`src/hw/rtl/fnte_pkg.sv`:
```
// fnte_pkg: shared types, codes and constants of the forward ntt engine
// no dependencies
`default_nettype none
package fnte_pkg;

  localparam int DW   = 31;  // coefficient, modulus and root width
  localparam int LGW  = 4;   // width of log_size and stage counters
  localparam int IDXW = 8;   // index field width
  localparam int OPW  = 2;   // operation field width
  localparam int CFGW = 2;   // configuration index width

  localparam int LOG_N_MAX_DEF  = 8;
  localparam int COEFF_BITS_DEF = 31;

  localparam logic [DW-1:0]  MODULUS_RST  = DW'(3329);
  localparam logic [DW-1:0]  ROOT_RST     = DW'(17);
  localparam logic [LGW-1:0] LOG_SIZE_RST = LGW'(8);

  localparam logic [CFGW-1:0] CFG_MODULUS  = 2'd0;
  localparam logic [CFGW-1:0] CFG_ROOT     = 2'd1;
  localparam logic [CFGW-1:0] CFG_LOG_SIZE = 2'd2;

  typedef enum logic [OPW-1:0] {
    OP_LOAD  = 2'd0,
    OP_XFORM = 2'd1,
    OP_READ  = 2'd2,
    OP_NONE  = 2'd3
  } op_t;

  typedef enum logic [4:0] {
    ST_CLEAR,
    ST_IDLE,
    ST_LD_WAIT,
    ST_LD_WRITE,
    ST_RD_ADDR,
    ST_RD_DATA,
    ST_TW_ROOT,
    ST_TW_WRITE,
    ST_TW_WAIT,
    ST_BF_RDA,
    ST_BF_RDB,
    ST_BF_CAPB,
    ST_BF_WAIT_A,
    ST_BF_WAIT_T,
    ST_BF_WRA,
    ST_BF_WRB,
    ST_DONE
  } state_t;

  // request to the shared modular multiplier
  typedef struct packed {
    logic          start;
    logic [DW-1:0] a;    // multiplicand, below the modulus
    logic [DW-1:0] b;    // multiplier, any value, scanned msb first
  } mul_req_t;

endpackage
`default_nettype wire

```
`src/hw/rtl/fnte_modmul.sv`:
```
// fnte_modmul: bit-serial modular multiplier, (a * b) mod q, one multiplier bit a cycle
// depends on fnte_pkg
`default_nettype none
module fnte_modmul (
  input  wire logic                  clk,
  input  wire logic                  rst,
  input  wire fnte_pkg::mul_req_t    req,
  input  wire logic [fnte_pkg::DW-1:0] q,
  output logic                       done,
  output logic [fnte_pkg::DW-1:0]    result
);

  localparam int DW = fnte_pkg::DW;
  localparam int CW = $clog2(DW + 1);

  logic [DW-1:0] a_r;
  logic [DW-1:0] b_r;
  logic [CW-1:0] cnt;
  logic          busy;
  logic [DW:0]   dbl;
  logic [DW:0]   dbl_red;
  logic [DW:0]   sum;
  logic [DW:0]   sum_red;

  // acc stays below q: double, reduce, add, reduce
  always_comb begin
    dbl     = {result, 1'b0};
    dbl_red = (dbl >= {1'b0, q}) ? dbl - {1'b0, q} : dbl;
    sum     = dbl_red + (b_r[DW-1] ? {1'b0, a_r} : '0);
    sum_red = (sum >= {1'b0, q}) ? sum - {1'b0, q} : sum;
  end

  always_ff @(posedge clk) begin
    if (rst) begin
      busy <= 1'b0;
      done <= 1'b0;
      cnt  <= '0;
    end else begin
      done <= 1'b0;
      if (req.start) begin
        busy <= 1'b1;
        cnt  <= CW'(DW);
      end else if (busy) begin
        cnt <= cnt - CW'(1);
        if (cnt == CW'(1)) begin
          busy <= 1'b0;
          done <= 1'b1;
        end
      end
    end
  end

  always_ff @(posedge clk) begin
    if (req.start) begin
      a_r    <= req.a;
      b_r    <= req.b;
      result <= '0;
    end else if (busy) begin
      b_r    <= {b_r[DW-2:0], 1'b0};
      result <= sum_red[DW-1:0];
    end
  end

endmodule
`default_nettype wire

```
`config.mk`:
```
export PLATFORM = sky130hd
export DESIGN_NAME = fnte_modmul
export DESIGN_NICKNAME = d
export VERILOG_FILES = /design/src/hw/rtl/fnte_pkg.sv /design/src/hw/rtl/fnte_modmul.sv
export SDC_FILE = /design/constraint.sdc
export NUM_CORES = 1
export LEC_CHECK = 0
export BUFFER_PORTS_ARGS = -buffer_cell sky130_fd_sc_hd__buf_2
export CORE_ASPECT_RATIO = 1.25
export CORE_MARGIN = 10
export CORE_UTILIZATION = 36
export CTS_BUF_LIST = sky130_fd_sc_hd__clkbuf_2
export DETAILED_ROUTE_END_ITERATION = 12
export PLACE_DENSITY_LB_ADDON = 0.2
export SLEW_MARGIN = 20
export SYNTH_ARGS = -nofsm -noshare
export SYNTH_HDL_FRONTEND = slang
export SYNTH_SLANG_ARGS = --single-unit
```
`constraint.sdc`:
```
create_clock -name clk -period 9.2 [get_ports clk]
set_input_delay 0.46 -clock clk [delete_from_list [all_inputs] [get_ports clk]]
set_output_delay 0.46 -clock clk [all_outputs]
set_load 0.01 [all_outputs]
```
### Word-level counts from Yosys, hierarchy flattened

Index checks and enable logic that the tools add are counted.

* bits of input ports: 96
* logic and storage cells: 27
* flip-flop bits (word level): 100
* output and inout bits: 32

* reductions and logical operators: 2
* $add $sub $neg: 4
* bitwise operators: 1
* $lt $le $gt $ge: 2
* equality and inequality tests: 1
* multiplexer cells: 11

Operators by type and width (number)
* 2-to-1 mux 31 bit: 4
* >= comparator 32 x 31 -> 1 bit: 2
* adder 32 x 31 -> 32 bit: 1
* 2-to-1 mux 32 bit: 1
* subtractor 32 x 31 -> 32 bit: 1
* subtractor 31 bit: 1
* 2-to-1 mux 5 bit: 2
* equality test 5 x 1 -> 1 bit (second input constant): 1
* subtractor 5 x 1 -> 5 bit (second input constant): 1
* 2-to-1 mux 1 bit: 4
* OR reduction 3 bit: 1
* nonzero test 2 bit: 1
* inverter 1 bit: 1

### Logic depth before layout (Yosys ltp)

* depth after elaboration: 5
* depth in mapped cells: 36
* mapped depth without buffers: 33

### Worst setup path before layout

OpenSTA, ideal clock, no wires.

* path kind: input to register
* start point: input q[5] in the netlist's numbering
* end point: register result[27] in the netlist's numbering
* buffers on the path: 4
* path slack: 1.868 ns
* stages: 33
* data required time: 9.064 ns
* library setup time: 0.136 ns
* arrival: 7.196 ns
* cell sequence: inv_1 -> ha_1 -> and4_1 -> a21boi_2 -> o311ai_1 -> a21boi_1 -> o21bai_1 -> o211ai_1 -> clkbuf_1 -> clkbuf_1 -> a21oi_1 -> ha_1 -> nor2b_1 -> o31a_1 -> o41ai_1 -> o21a_1 -> nor2_1 -> a41oi_1 -> or3_1 -> o311ai_0 -> ha_1 -> a21o_1 -> a21o_1 -> a21o_1 -> or4_1 -> a41oi_1 -> a21o_1 -> or4b_1 -> mux2i_1 -> buf_4 -> buf_6 -> mux2i_1 -> a211oi_2

* longest elaborated chain between the ends: 5
* elaborated cells between the ends (all ways): 7
* classes of those cells: 3 x add/sub; 2 x order compare; 2 x mux

Ends and longest elaborated chain
* from (decl): line fnte_modmul.sv:8 `input wire logic [fnte_pkg::DW-1:0] q,`
* subtractor 32 x 31 -> 32 bit / >= comparator 32 x 31 -> 1 bit (equally long branches): line fnte_modmul.sv:28 `dbl_red = (dbl >= {1'b0, q}) ? dbl - {1'b0, q} : dbl;`
* 2-to-1 mux 32 bit: line fnte_modmul.sv:28
* adder 32 x 31 -> 32 bit: line fnte_modmul.sv:29 `sum = dbl_red + (b_r[DW-1] ? {1'b0, a_r} : '0);`
* subtractor 31 bit / >= comparator 32 x 31 -> 1 bit (equally long branches): line fnte_modmul.sv:30 `sum_red = (sum >= {1'b0, q}) ? sum - {1'b0, q} : sum;`
* 2-to-1 mux 31 bit *: line fnte_modmul.sv:30
* to (signal assigned): line fnte_modmul.sv:60 `result <= sum_red[DW-1:0];`
* to (decl): line fnte_modmul.sv:10 `output logic [fnte_pkg::DW-1:0] result`

Mark *: on every way between the ends. The rest lies on a longest branch, timed or not.
A chain may end at the register's enable or synchronous reset.

### Worst setup path after layout

* start point: register result[4] in the netlist's numbering
* end point: register result[6] in the netlist's numbering

* longest elaborated chain between the ends: 5
* elaborated cells between the ends (all ways): 7
* classes of those cells: 3 x add/sub; 2 x order compare; 2 x mux

Ends and longest elaborated chain (line)
* subtractor 32 x 31 -> 32 bit / >= comparator 32 x 31 -> 1 bit (equally long branches): fnte_modmul.sv:28
* 2-to-1 mux 32 bit *: fnte_modmul.sv:28
* adder 32 x 31 -> 32 bit *: fnte_modmul.sv:29
* subtractor 31 bit / >= comparator 32 x 31 -> 1 bit (equally long branches): fnte_modmul.sv:30
* 2-to-1 mux 31 bit *: fnte_modmul.sv:30

Marks and branches as above.

==> summary.txt <==
Global routing
  – Initial antenna violation count: 1
  – Grt ovf: 0
  – Largest net degree at the start of global routing: 81
  – Vias in the first global route: 8,423
  – Gr usage total: 0.1727
  – First-pass GRT wire length: 44,650 um

Synthesis
  – Top post-synthesis cells by area: edfxtp_1 (20%), ha_1 (13%), dfxtp_1 (8.3%), xnor2_1 (5.2%), mux2_2 (4.8%)
  – Post-synthesis sequential area ratio: 0.2855
  – Syn nets: 1,247
  – Main synth FF type: edfxtp_1
  – Cell variety after synth: 68
  – Ys Warns: 0
  – Mapped Area: 9185 um2
  – Post-synth EDFFs: 62
  – Synth top cells by count: ha_1 (95), nor2_1 (93), a21oi_1 (85), inv_1 (66), nand2_1 (64)
  – Ys async rst share: 0
  – Most instantiated library cell after synthesis: ha_1
  – Avg Cell Area, Syn: 8.723 um2
  – Synth top area share: 0.2027
  – #FFs+latches synth: 100
  – Cells after Synth: 1,053
  – Post-synth top area cell: edfxtp_1

Drt
  – Wire per inst: 18.04 um
  – Final WL: 28,410 um
  – DRT Pass-1 Iters: 5
  – DR vias: 8,354
  – DR iter-0 viols: 482
  – Vias/cell: 5.304
  – DRC violations left: 0
  – Post-route ant nets: 0

Finish
  – Multi-input gate area: 6193 um2
  – Area growth from synthesis to layout: 19.21%
  – Final nets: 1,426
  – Filler instances: 2,573
  – Register area: 2624 um2
  – Layout cell share with drive strength beyond 1: 0.1706

Clock tree
  – Root Driver: clkbuf_2
  – CTS tree: yes
  – Setup Buffers After CTS: 0
  – Clock sinks: 100
  – H-Tree Depth: 3
  – Worst-path clk slew: 310 ps
  – Clock buffer depth: 2
  – Num CTS Buffers: 9
  – Clk Latency, worst-skew pair: 740 ps

Worst setup path
  – Worst R2R Path Depth: 32
  – CP max FO: 48
  – Critical path class: flop to flop
  – Critical Path Sink Type: flop
  – Slowest stage cell, crit path: o311ai_1
  – Crit start category: flop
  – Slowest stage delay, CP: 550 ps
  – Crit path top cell by count: a21o_1
  – Req. time, crit path: 9770 ps
  – Worst endpoint data arrival time: 9220 ps

Die
  – Die Y-Extent: 198.6 um
  – Die area: 32,340 um2
  – # rows: 65
  – Die X: 162.9 um
  – # IOs: 128
  – Initial Util: 0.3643
  – CORE AREA: 25,210 um2

Placed design
  – GP Congestion: 0.8903
  – Dpl hpwl: 21,890 um
  – Port buffer count: 127

Min path
  – Hold crit path type: primary input to flop
  – Hold depth: 2

Timing
  – Slew @ Worst Pin: 1010 ps
  – RSZ-0062 raised after global routing: no
  – Relative slew slack: 0.3268
  – Final Cycle Share: 0.9398
  – Final Critical Period: 8646 ps
  – Final setup vio count: 0
  – Endpoints failing hold: 0
  – F_max: 115.7 MHz
  – Max Slew Vio Count: 0
  – Final setup TNS: 0 ps
  – Clock skew: 50.40 ps

Status
  – Status: finished clean

Run
  – Max-cap violations: 0
[cell usage in the layout, fill, tap and decap left out, types with 13 or more instances in the layout]
cell type	Yosys	final
a21o_1	41	41
nor2_1	93	92
mux2i_1	25	24
a31oi_1	14	14
a21oi_1	85	85
ha_1	95	95
a211oi_1	22	22
xnor2_1	55	55
inv_1	66	66
mux2_2	39	39
nand2_1	64	64
o21a_1	13	13
dfxtp_1	38	37
dlygate4sd3_1	0	61
nand3_1	18	18
nand2b_1	13	13
nor3_1	22	22
buf_2	1	126
xor2_1	26	26
and2_1	34	34
edfxtp_1	62	62
o21ai_0	50	50
[worst max-delay path: cells and delay by family (launching register included)]
| family | cells | cell delay, ps |
|---|---|---|
| DFF | 1 | 460 |
| and+or+nand+nor | 5 | 1710 |
| adders and majority gates | 3 | 1010 |
| AOI/OAI and AO/OA | 17 | 3630 |
| buffers and inverters | 4 | 770 |
| muxes | 3 | 890 |
[stage by stage]
step | area, um2 | utilization | instances | worst slack, ps | hold WS, ps
after floorplan | 9185 | - | 1053 | 1868 | 497.5
after global placement | 10200 | 0.4047 | 1494 | 318.3 | 494.7
after detailed placement | 10200 | 0.4047 | 1494 | 115.1 | 494.3
after CTS | 10920 | 0.4332 | 1571 | 397.9 | 0.1253
after global routing | 10940 | 0.4341 | 1573 | 52.99 | 28.04
final | 10950 | 0.4343 | 1575 | 553.7 | 38.34
[registers in the layout (all words and copies together) (netlist names)]
name,flops
done,1
b_r,31
result,31
a_r,31
cnt,5
busy,1
[area by class of cell]
type	instances	area share
diodes	3	0.0006856
clock buffers	10	0.004571
clock inverters	6	0.005142
inverters	67	0.02297
multi-input cells	856	0.5656
flip-flops and latches	100	0.2396
well taps	335	0.03828
repair buffers	198	0.1231
[repair_timing]
| item | CTS | global route |
|---|---|---|
| endpoints found under the setup margin | 0 | 22 |
| gates resized for setup | 0 | 1 |
| endpoints found under the hold margin | 67 | 0 |
| hold buffers | 61 | 0 |
[path summary, 6_finish.rpt]
kind	from	endpoint	slack, ps
hold / removal	req[12]	b_r[12]	40
setup / recovery	result[4]	result[6]	550
hold reg to reg	result[1]	result[1]	530
setup reg to reg	result[4]	result[6]	550
[cell families after synthesis]
logic type	after synthesis	synth area share
AND/OR/NAND/NOR	311	0.1689
buffers and inverters	97	0.04182
XOR/XNOR	81	0.07724
AO/OA/AOI/OAI	302	0.2155
multiplexers	64	0.07506
adder cells (fa/ha/maj)	98	0.1359
flip-flops	100	0.2855
[layer usage]
layer	wire [um]	GRT usage	vias to the layer above
met4	596	0.05017	0
met5	0	0	-
met1	12370	0.2045	3884
met3	1335	0.03309	34
li1	-	-	4239
met2	14110	0.3080	197
Power is left out: the tool's default activity adds up to more than one toggle a clock period on the data nets, which glitch-free logic cannot reach.
